--- config.mk ---
export PLATFORM = sky130hd
export DESIGN_NAME = phase_current_sense_with_offset_cal_top_flat
export DESIGN_NICKNAME = d
export VERILOG_FILES = /design/src/pcs_pkg.sv /design/src/pcs_if.sv /design/src/pcs_offset_cal.sv /design/src/pcs_product.sv /design/src/pcs_combine.sv /design/src/phase_current_sense_with_offset_cal_top.sv /design/src/flat_wrapper.sv
export SDC_FILE = /design/constraint.sdc
export NUM_CORES = 2
export LEC_CHECK = 0
export BUFFER_PORTS_ARGS = -buffer_cell sky130_fd_sc_hd__buf_4
export CAP_MARGIN = 10
export CORE_MARGIN = 2
export CORE_UTILIZATION = 30
export CTS_CLUSTER_DIAMETER = 40
export DETAILED_ROUTE_END_ITERATION = 6
export GPL_TIMING_DRIVEN = 0
export PLACE_DENSITY_LB_ADDON = 0.15
export SETUP_SLACK_MARGIN = 0.5
export SLEW_MARGIN = 20
export SYNTH_ARGS = -nofsm -noshare
export SYNTH_HDL_FRONTEND = slang
export SYNTH_SLANG_ARGS = --single-unit
--- constraint.sdc ---
create_clock -name clk -period 11.8 [get_ports clk]
set_clock_uncertainty 0.05 [all_clocks]
set_input_delay 0.59 -clock clk [delete_from_list [all_inputs] [get_ports clk]]
set_output_delay 0.59 -clock clk [all_outputs]
set_load 0.02 [all_outputs]
--- src/pcs_pkg.sv ---
package pcs_pkg;

    // Fraction bits of the offsets (Q.8)
    localparam int OFF_FRAC  = 8;
    localparam int GAIN_BITS = 24;
    localparam int CUR_BITS  = 32;
    // Q.32 product down to Q.16 current
    localparam int CUR_SHIFT = 16;

    // 3.3 / 4096 / (0.005 * 40) in Q0.24
    localparam logic [GAIN_BITS-1:0] GAIN_RESET = 24'd67584;

    typedef enum logic [1:0] {
        OP_CONVERT    = 2'd0,
        OP_CAL_ACC    = 2'd1,
        OP_CAL_FINISH = 2'd2
    } opcode_t;

    typedef struct packed {
        logic acc;
        logic phase_b;
        logic finish;
    } cal_cmd_t;

endpackage

--- src/pcs_if.sv ---
interface pcs_in_if #(
    parameter int ADC_BITS = 12
);
    logic                valid;
    logic                ready;
    logic [1:0]          opcode;
    logic                phase_select;
    logic [ADC_BITS-1:0] adc_sample;

    modport source (output valid, output opcode, output phase_select, output adc_sample,
                    input ready);
    modport sink   (input valid, input opcode, input phase_select, input adc_sample,
                    output ready);
endinterface

interface pcs_out_if import pcs_pkg::*; ();
    logic                       valid;
    logic                       ready;
    logic signed [CUR_BITS-1:0] current_a;
    logic signed [CUR_BITS-1:0] current_b;
    logic signed [CUR_BITS-1:0] current_c;

    modport source (output valid, output current_a, output current_b, output current_c,
                    input ready);
    modport sink   (input valid, input current_a, input current_b, input current_c,
                    output ready);
endinterface

interface pcs_cfg_if import pcs_pkg::*; ();
    logic                 valid;
    logic                 ready;
    logic [GAIN_BITS-1:0] amps_per_lsb;

    modport source (output valid, output amps_per_lsb, input ready);
    modport sink   (input valid, input amps_per_lsb, output ready);
endinterface

--- src/pcs_offset_cal.sv ---
module pcs_offset_cal
    import pcs_pkg::*;
#(
    parameter int ADC_BITS       = 12,
    parameter int CAL_COUNT_LOG2 = 8
) (
    input  logic                         clk,
    input  logic                         rst_n,
    input  cal_cmd_t                     cmd,
    input  logic [ADC_BITS-1:0]          sample,
    output logic [ADC_BITS+OFF_FRAC-1:0] offset_a,
    output logic [ADC_BITS+OFF_FRAC-1:0] offset_b
);

    localparam int OFF_W = ADC_BITS + OFF_FRAC;
    localparam int SUM_W = ADC_BITS + CAL_COUNT_LOG2;
    localparam logic [OFF_W-1:0] OFFSET_RESET = {1'b1, {(OFF_W-1){1'b0}}};

    logic [SUM_W-1:0] sum_a_reg, sum_a_next;
    logic [SUM_W-1:0] sum_b_reg, sum_b_next;
    logic [OFF_W-1:0] off_a_reg, off_a_next;
    logic [OFF_W-1:0] off_b_reg, off_b_next;

    logic [SUM_W:0]          acc_sum;
    logic [SUM_W-1:0]        acc_sat;
    logic [SUM_W+OFF_FRAC-1:0] mean_a_wide, mean_b_wide;

    // carry out of the add means the sum passed its all-ones limit
    assign acc_sum = {1'b0, (cmd.phase_b ? sum_b_reg : sum_a_reg)}
                   + {{(CAL_COUNT_LOG2+1){1'b0}}, sample};
    assign acc_sat = acc_sum[SUM_W] ? {SUM_W{1'b1}} : acc_sum[SUM_W-1:0];

    // mean in Q.8: (sum << 8) >> log2(count)
    assign mean_a_wide = {sum_a_reg, {OFF_FRAC{1'b0}}};
    assign mean_b_wide = {sum_b_reg, {OFF_FRAC{1'b0}}};

    always_comb
    begin
        sum_a_next = sum_a_reg;
        sum_b_next = sum_b_reg;
        off_a_next = off_a_reg;
        off_b_next = off_b_reg;
        if (cmd.finish)
        begin
            off_a_next = mean_a_wide[SUM_W+OFF_FRAC-1:CAL_COUNT_LOG2];
            off_b_next = mean_b_wide[SUM_W+OFF_FRAC-1:CAL_COUNT_LOG2];
            sum_a_next = '0;
            sum_b_next = '0;
        end
        else if (cmd.acc)
        begin
            if (cmd.phase_b)
            begin
                sum_b_next = acc_sat;
            end
            else
            begin
                sum_a_next = acc_sat;
            end
        end
    end

    always_ff @(posedge clk or negedge rst_n)
    begin
        if (!rst_n)
        begin
            sum_a_reg <= '0;
            sum_b_reg <= '0;
            off_a_reg <= OFFSET_RESET;
            off_b_reg <= OFFSET_RESET;
        end
        else
        begin
            sum_a_reg <= sum_a_next;
            sum_b_reg <= sum_b_next;
            off_a_reg <= off_a_next;
            off_b_reg <= off_b_next;
        end
    end

    assign offset_a = off_a_reg;
    assign offset_b = off_b_reg;

endmodule

--- src/pcs_product.sv ---
module pcs_product
    import pcs_pkg::*;
#(
    parameter int ADC_BITS = 12
) (
    input  logic                                  clk,
    input  logic                                  rst_n,
    input  logic                                  load,
    input  logic                                  advance,
    input  logic                                  phase_b,
    input  logic [ADC_BITS-1:0]                   sample,
    input  logic [ADC_BITS+OFF_FRAC-1:0]          offset,
    input  logic [GAIN_BITS-1:0]                  gain,
    output logic                                  valid,
    output logic                                  prod_phase_b,
    output logic signed [ADC_BITS+OFF_FRAC+GAIN_BITS+1:0] prod
);

    localparam int DIFF_W = ADC_BITS + OFF_FRAC + 1;
    localparam int PROD_W = DIFF_W + GAIN_BITS + 1;

    logic                     valid_reg, valid_next;
    logic                     phase_b_reg;
    logic signed [PROD_W-1:0] prod_reg;

    logic signed [DIFF_W-1:0] diff;
    logic signed [PROD_W-1:0] diff_ext, gain_ext, prod_next;

    // (sample << 8) - offset, Q.8 signed
    assign diff      = $signed({1'b0, sample, {OFF_FRAC{1'b0}}}) - $signed({1'b0, offset});
    assign diff_ext  = {{(GAIN_BITS+1){diff[DIFF_W-1]}}, diff};
    assign gain_ext  = $signed({{(DIFF_W+1){1'b0}}, gain});
    assign prod_next = diff_ext * gain_ext;

    always_comb
    begin
        valid_next = valid_reg;
        if (load)
        begin
            valid_next = 1'b1;
        end
        else if (advance)
        begin
            valid_next = 1'b0;
        end
    end

    always_ff @(posedge clk or negedge rst_n)
    begin
        if (!rst_n)
        begin
            valid_reg <= 1'b0;
        end
        else
        begin
            valid_reg <= valid_next;
        end
    end

    always_ff @(posedge clk)
    begin
        if (load)
        begin
            prod_reg    <= prod_next;
            phase_b_reg <= phase_b;
        end
    end

    assign valid        = valid_reg;
    assign prod_phase_b = phase_b_reg;
    assign prod         = prod_reg;

endmodule

--- src/pcs_combine.sv ---
module pcs_combine
    import pcs_pkg::*;
#(
    parameter int ADC_BITS = 12
) (
    input  logic                                          clk,
    input  logic                                          rst_n,
    input  logic                                          step,
    input  logic                                          phase_b,
    input  logic signed [ADC_BITS+OFF_FRAC+GAIN_BITS+1:0] prod,
    pcs_out_if.source                                     currents
);

    localparam int PROD_W = ADC_BITS + OFF_FRAC + GAIN_BITS + 2;
    localparam int SH_W   = PROD_W - CUR_SHIFT;
    localparam int EXT_W  = SH_W + CUR_BITS + 1;
    localparam logic signed [CUR_BITS-1:0] CUR_MAX = {1'b0, {(CUR_BITS-1){1'b1}}};
    localparam logic signed [CUR_BITS-1:0] CUR_MIN = {1'b1, {(CUR_BITS-1){1'b0}}};

    logic                       out_valid_reg, out_valid_next;
    logic signed [CUR_BITS-1:0] held_a_reg, held_a_next;
    logic signed [CUR_BITS-1:0] cur_a_reg, cur_b_reg, cur_c_reg;

    logic signed [SH_W-1:0]     shifted;
    logic signed [EXT_W-1:0]    ext;
    logic [EXT_W-CUR_BITS:0]    ext_top;
    logic signed [CUR_BITS-1:0] cur;
    logic signed [CUR_BITS+1:0] c_wide;
    logic signed [CUR_BITS-1:0] cur_c;

    // dropping the low bits of a signed word is a floor shift
    assign shifted = prod[PROD_W-1:CUR_SHIFT];
    assign ext     = {{(CUR_BITS+1){shifted[SH_W-1]}}, shifted};
    assign ext_top = ext[EXT_W-1:CUR_BITS-1];

    always_comb
    begin
        if ((&ext_top) || !(|ext_top))
        begin
            cur = ext[CUR_BITS-1:0];
        end
        else
        begin
            cur = ext[EXT_W-1] ? CUR_MIN : CUR_MAX;
        end
    end

    // phase C = -A - B, saturated
    assign c_wide = -$signed({{2{held_a_reg[CUR_BITS-1]}}, held_a_reg})
                    - $signed({{2{cur[CUR_BITS-1]}}, cur});

    always_comb
    begin
        if ((&c_wide[CUR_BITS+1:CUR_BITS-1]) || !(|c_wide[CUR_BITS+1:CUR_BITS-1]))
        begin
            cur_c = c_wide[CUR_BITS-1:0];
        end
        else
        begin
            cur_c = c_wide[CUR_BITS+1] ? CUR_MIN : CUR_MAX;
        end
    end

    always_comb
    begin
        held_a_next    = held_a_reg;
        out_valid_next = out_valid_reg;
        if (currents.ready)
        begin
            out_valid_next = 1'b0;
        end
        if (step)
        begin
            if (phase_b)
            begin
                out_valid_next = 1'b1;
            end
            else
            begin
                held_a_next = cur;
            end
        end
    end

    always_ff @(posedge clk or negedge rst_n)
    begin
        if (!rst_n)
        begin
            out_valid_reg <= 1'b0;
            held_a_reg    <= '0;
        end
        else
        begin
            out_valid_reg <= out_valid_next;
            held_a_reg    <= held_a_next;
        end
    end

    always_ff @(posedge clk)
    begin
        if (step && phase_b)
        begin
            cur_a_reg <= held_a_reg;
            cur_b_reg <= cur;
            cur_c_reg <= cur_c;
        end
    end

    assign currents.valid     = out_valid_reg;
    assign currents.current_a = cur_a_reg;
    assign currents.current_b = cur_b_reg;
    assign currents.current_c = cur_c_reg;

endmodule

--- src/phase_current_sense_with_offset_cal_top.sv ---
// Two-shunt phase current sensing with converter offset calibration.
//
// samples  : request = opcode, phase_select, adc_sample. Convert (phase A)
//            only updates the held phase-A current; convert (phase B)
//            produces one request on currents. Calibrate adds the sample to
//            that phase's saturating sum; finish loads both offsets with
//            sum / 2^CAL_COUNT_LOG2 in Q.8 and clears the sums.
// currents : request = current_a, current_b, current_c (signed Q.16 A),
//            current_c = -A - B, all saturated to 32 bits.
// cfg      : amps_per_lsb gain, Q0.24. Always ready; write only while idle.
//
// Path: a phase-B convert passes the input, product and output registers
// in order before it shows on currents. Throughput: one request per cycle
// unless the output stalls, set by the single gain multiply in the product
// stage. Each stage moves when the next one is free, so a stalled output
// register keeps one result while the stages behind it still fill;
// calibrate and phase-A items keep flowing while a result waits, until
// a phase-B convert holds the product stage. Reset: offsets 2048.0, sums
// and held current zero, gain 67584, no request pending on any channel.
module phase_current_sense_with_offset_cal_top
    import pcs_pkg::*;
#(
    parameter int ADC_BITS       = 12,
    parameter int CAL_COUNT_LOG2 = 8
) (
    input  logic      clk,
    input  logic      rst_n,
    pcs_in_if.sink    samples,
    pcs_out_if.source currents,
    pcs_cfg_if.sink   cfg
);

    localparam int OFF_W  = ADC_BITS + OFF_FRAC;
    localparam int PROD_W = OFF_W + GAIN_BITS + 2;

    logic [GAIN_BITS-1:0] gain_reg;

    // input register
    logic                s1_valid_reg, s1_valid_next;
    logic [1:0]          s1_op_reg;
    logic                s1_phase_reg;
    logic [ADC_BITS-1:0] s1_sample_reg;

    logic     s1_convert;
    logic     s1_adv;
    logic     s2_valid, s2_phase_b, s2_adv, s2_free;
    logic     out_free;
    cal_cmd_t cal_cmd;
    logic [OFF_W-1:0] offset_a, offset_b;
    logic signed [PROD_W-1:0] prod;

    assign cfg.ready = 1'b1;

    always_ff @(posedge clk or negedge rst_n)
    begin
        if (!rst_n)
        begin
            gain_reg <= GAIN_RESET;
        end
        else if (cfg.valid)
        begin
            gain_reg <= cfg.amps_per_lsb;
        end
    end

    // decode of the request in the input register
    always_comb
    begin
        s1_convert      = 1'b0;
        cal_cmd.acc     = 1'b0;
        cal_cmd.finish  = 1'b0;
        cal_cmd.phase_b = s1_phase_reg;
        unique case (opcode_t'(s1_op_reg))
            OP_CONVERT:    s1_convert     = 1'b1;
            OP_CAL_ACC:    cal_cmd.acc    = s1_valid_reg;
            OP_CAL_FINISH: cal_cmd.finish = s1_valid_reg;
            default:       s1_convert     = 1'b0;
        endcase
    end

    // flow control: out register <- product register <- input register
    assign out_free = !currents.valid || currents.ready;
    assign s2_adv   = s2_valid && (!s2_phase_b || out_free);
    assign s2_free  = !s2_valid || s2_adv;
    // only converts need the product stage; calibration retires here
    assign s1_adv   = s1_valid_reg && (!s1_convert || s2_free);
    assign samples.ready = !s1_valid_reg || s1_adv;

    always_comb
    begin
        s1_valid_next = s1_valid_reg;
        if (samples.valid && samples.ready)
        begin
            s1_valid_next = 1'b1;
        end
        else if (s1_adv)
        begin
            s1_valid_next = 1'b0;
        end
    end

    always_ff @(posedge clk or negedge rst_n)
    begin
        if (!rst_n)
        begin
            s1_valid_reg <= 1'b0;
        end
        else
        begin
            s1_valid_reg <= s1_valid_next;
        end
    end

    always_ff @(posedge clk)
    begin
        if (samples.valid && samples.ready)
        begin
            s1_op_reg     <= samples.opcode;
            s1_phase_reg  <= samples.phase_select;
            s1_sample_reg <= samples.adc_sample;
        end
    end

    pcs_offset_cal #(
        .ADC_BITS       (ADC_BITS),
        .CAL_COUNT_LOG2 (CAL_COUNT_LOG2)
    ) u_offset_cal (
        .clk      (clk),
        .rst_n    (rst_n),
        .cmd      (cal_cmd),
        .sample   (s1_sample_reg),
        .offset_a (offset_a),
        .offset_b (offset_b)
    );

    pcs_product #(
        .ADC_BITS (ADC_BITS)
    ) u_product (
        .clk          (clk),
        .rst_n        (rst_n),
        .load         (s1_adv && s1_convert),
        .advance      (s2_adv),
        .phase_b      (s1_phase_reg),
        .sample       (s1_sample_reg),
        .offset       (s1_phase_reg ? offset_b : offset_a),
        .gain         (gain_reg),
        .valid        (s2_valid),
        .prod_phase_b (s2_phase_b),
        .prod         (prod)
    );

    pcs_combine #(
        .ADC_BITS (ADC_BITS)
    ) u_combine (
        .clk      (clk),
        .rst_n    (rst_n),
        .step     (s2_adv),
        .phase_b  (s2_phase_b),
        .prod     (prod),
        .currents (currents)
    );

endmodule
--- src/flat_wrapper.sv ---
// flat-port wrapper written by rule: the top's interface ports become plain ports
module phase_current_sense_with_offset_cal_top_flat import pcs_pkg::*;
#(
    parameter int ADC_BITS       = 12,
    parameter int CAL_COUNT_LOG2 = 8
)
  (clk, rst_n, samples_valid, samples_opcode, samples_phase_select, samples_adc_sample, samples_ready, currents_valid, currents_current_a, currents_current_b, currents_current_c, currents_ready, cfg_valid, cfg_amps_per_lsb, cfg_ready);
  pcs_in_if #(.ADC_BITS(ADC_BITS)) samples_i ();
  pcs_out_if currents_i ();
  pcs_cfg_if cfg_i ();
  input  logic clk;
  input  logic rst_n;
  input wire logic [$bits(samples_i.valid)-1:0] samples_valid;
  input wire logic [$bits(samples_i.opcode)-1:0] samples_opcode;
  input wire logic [$bits(samples_i.phase_select)-1:0] samples_phase_select;
  input wire logic [$bits(samples_i.adc_sample)-1:0] samples_adc_sample;
  output wire logic [$bits(samples_i.ready)-1:0] samples_ready;
  output wire logic [$bits(currents_i.valid)-1:0] currents_valid;
  output wire logic [$bits(currents_i.current_a)-1:0] currents_current_a;
  output wire logic [$bits(currents_i.current_b)-1:0] currents_current_b;
  output wire logic [$bits(currents_i.current_c)-1:0] currents_current_c;
  input wire logic [$bits(currents_i.ready)-1:0] currents_ready;
  input wire logic [$bits(cfg_i.valid)-1:0] cfg_valid;
  input wire logic [$bits(cfg_i.amps_per_lsb)-1:0] cfg_amps_per_lsb;
  output wire logic [$bits(cfg_i.ready)-1:0] cfg_ready;
  assign samples_i.valid = samples_valid;
  assign samples_i.opcode = samples_opcode;
  assign samples_i.phase_select = samples_phase_select;
  assign samples_i.adc_sample = samples_adc_sample;
  assign samples_ready = samples_i.ready;
  assign currents_valid = currents_i.valid;
  assign currents_current_a = currents_i.current_a;
  assign currents_current_b = currents_i.current_b;
  assign currents_current_c = currents_i.current_c;
  assign currents_i.ready = currents_ready;
  assign cfg_i.valid = cfg_valid;
  assign cfg_i.amps_per_lsb = cfg_amps_per_lsb;
  assign cfg_ready = cfg_i.ready;
  phase_current_sense_with_offset_cal_top #(.ADC_BITS(ADC_BITS), .CAL_COUNT_LOG2(CAL_COUNT_LOG2)) u_core (.clk(clk), .rst_n(rst_n), .samples(samples_i), .currents(currents_i), .cfg(cfg_i));
endmodule
==> impl_metrics.ini <==
[cts]
clockBufferDepth = 3
clk_pin_slew_ns = 0.06
clk_latency_ns = 0.61
h-tree-depth = 2
numCtsBuffers = 53
clock_sinks = 275
cts-root-buf = clkbuf_16
cts_tree = yes

[global_routing]
grt_pass1_vias = 23400
antenna_found_initial = 4
track_usage_pct = 18.0
grt_max_degree = 89
grt_first_pass_wirelength_um = 142000
grt.overflow.total = 0

[placed_design]
io_buffers = 140
gp_congestion = 0.851
dp_hpwl_um = 74900

[sta]
max_freq_mhz = 92.9
finalMaxSlewViolations = 0
fin_crit_sh_pct = 91.2
hold_viol_final = 0
rsz0062_at_grt = no
min_period_ns = 10.76
max-slew-margin-rel_pct = 18.5
setup_violations = 0
worst_pin_slew_ns = 1.22

[floorplanning]
ioPinCount = 143
start_util_pct = 30.3
die_w_um = 323
dieArea_um2 = 104000
num_rows = 116
fp.dieH_um = 323
core_area_um2 = 100000

[yosys]
synth_seq_cells = 275
synth_cell_type_count = 76
netlist_instances = 3209
synthXorXnorAreaFrac_pct = 2.24
synth_adder_area_share_pct = 38.3
yosys_warnings = 0
muxShareOfSynthArea_pct = 3.02
synth_area_um2 = 30500
synth_top_family_by_area = adder cells
syn-num-nets = 3935
avgSynthCellArea_um2 = 9.50
ys_async_sr_fraction_pct = 49.8
synthSimpleGateAreaFrac_pct = 15.0
synth_flop_cell = edfxtp_1
yosysSeqAreaShare_pct = 24.9
synth_compound_area_share_pct = 7.29
synth_edf_count = 138

[critical_path]
cp_common_cell = fa_1
reg2reg_depth = 37
cp.required_ns = 12.10
crit_type = flip-flop to flip-flop
max_stage_delay_ns = 0.57
crit_fanout = 10
critPathArrivalTime_ns = 11.06
cp-end-kind = flip-flop
startpoint_type = flip-flop
cp_slowest_cell = fa_1
rrSetupSlack_ns = 1.04

[drt]
vias_per_cell = 4.63
drc_errors = 0
drt_wl_total_um = 92000
vias = 22300
antenna_left = 0
wire_per_inst_um = 19.1
drtIter0Drc = 1316
dr.pass1.iters = 5

[layout]
multi_input_area_um2 = 20300
fillers = 10500
syn_to_final_growth_pct = 16.5
seqCellArea_um2 = 7580
drive_gt1_share_pct = 11.4
final_nets = 4142
utilization_pct = 35.3
largest_reg_flops = 32
final_cell_mix = nand2_1 (602), inv_1 (574), fa_1 (417)
final_common_cell = nand2_1

[worst_hold_path]
hp-class = input port to flip-flop
min_path_cells = 1

[status]
status = finished, final reports clean

[flow_run]
maxCapViolations = 0
## timing repair
item,in CTS,in global routing
endpoints found under the hold margin,54,0
setup endpoints to repair,30,15
pin swaps,2,4
hold buffers,1,0
resized for setup,27,38
setup buffers,4,1
## cells by family (layout without fill, tap and decap cells)
family / Yosys count / after routing
DFF: 275 / 275
adders and majority gates: 684 / 684
other: 1 / 2
and+or+nand+nor: 995 / 995
xor gates and xnor gates: 78 / 78
AOI/OAI and AO/OA: 353 / 353
muxes: 85 / 85
buffers and inverters: 738 / 990
## cells in the mapped netlist, types with 50 or more instances
cell type	n	area (um2)
nor2_1	73	274
ha_1	265	3320
mux2_2	52	586
clkbuf_1	140	526
a21oi_1	78	390
xnor2_1	50	438
fa_1	417	8350
nand2_1	602	2260
dfrtp_1	133	3330
inv_1	574	2150
edfxtp_1	138	4140
and2_1	106	663
o21ai_0	110	551
## final timing paths
check,from,to
min in group asynchronous,rst_n,u_core.u_offset_cal.sum_a_reg[16]$_DFFE_PN0P_
worst min register to register,u_core.u_combine.held_a_reg[2]$_DFFE_PN0P_,u_core.u_combine.currents.current_a[2]$_DFFE_PP_
worst max register to register,u_core.s1_phase_reg$_DFFE_PP_,u_core.u_product.prod[40]$_DFFE_PP_
worst max-delay path,u_core.s1_phase_reg$_DFFE_PP_,u_core.u_product.prod[40]$_DFFE_PP_
worst min-delay path,samples_adc_sample[6],u_core.s1_sample_reg[6]$_DFFE_PP_
max in group asynchronous,rst_n,u_core.u_combine.held_a_reg[7]$_DFFE_PN0P_
## per-stage QoR
step / setup WS (ns) / instances / hold WS, ns / setup TNS (ns) / instance area, um2
floorplan: 1.73 / 3209 / 0.244 / 0 / 30500
global placement: -1.58 / 4706 / 0.380 / -26.15 / 33200
detailed placement: -1.59 / 4712 / 0.382 / -25.61 / 33400
CTS: 0.514 / 4817 / 0.0693 / 0 / 35400
global route: 0.565 / 4818 / 0.0709 / 0 / 35500
finish: 1.04 / 4819 / 0.109 / 0 / 35500
## worst max-delay path: cells and delay by family (launching register included)
kind	cells	cell delay (ns)
buf+inv	11	2.11
flops	1	0.39
fa+ha+maj	9	4.19
compound gates	10	2.28
mux	1	0.35
simple gates	4	0.78
xor+xnor	2	0.33
## routing by layer
metal  global-route usage (%)  part of all wire [%]  vias up
met3                     2.95                   5.1       82
met1                     26.1                    49    11200
met5                        0                0.0098        -
li1                         -                     -    10600
met4                     4.03                   1.8        2
met2                     28.1                    44      479
## cell type report
cell class	count	area share, %
clock inverters	35	1.04
plain buffers	163	2.02
clock buffers	65	4.16
well taps	1357	4.78
repair buffers	152	3.50
inverters	575	6.08
diodes	1	0.00705
flip-flops and latches	275	21.3
multi-input cells	2196	57.1
Power is not shown: default switching activity piles up to over one toggle a cycle in this logic, so the estimate is an artifact.
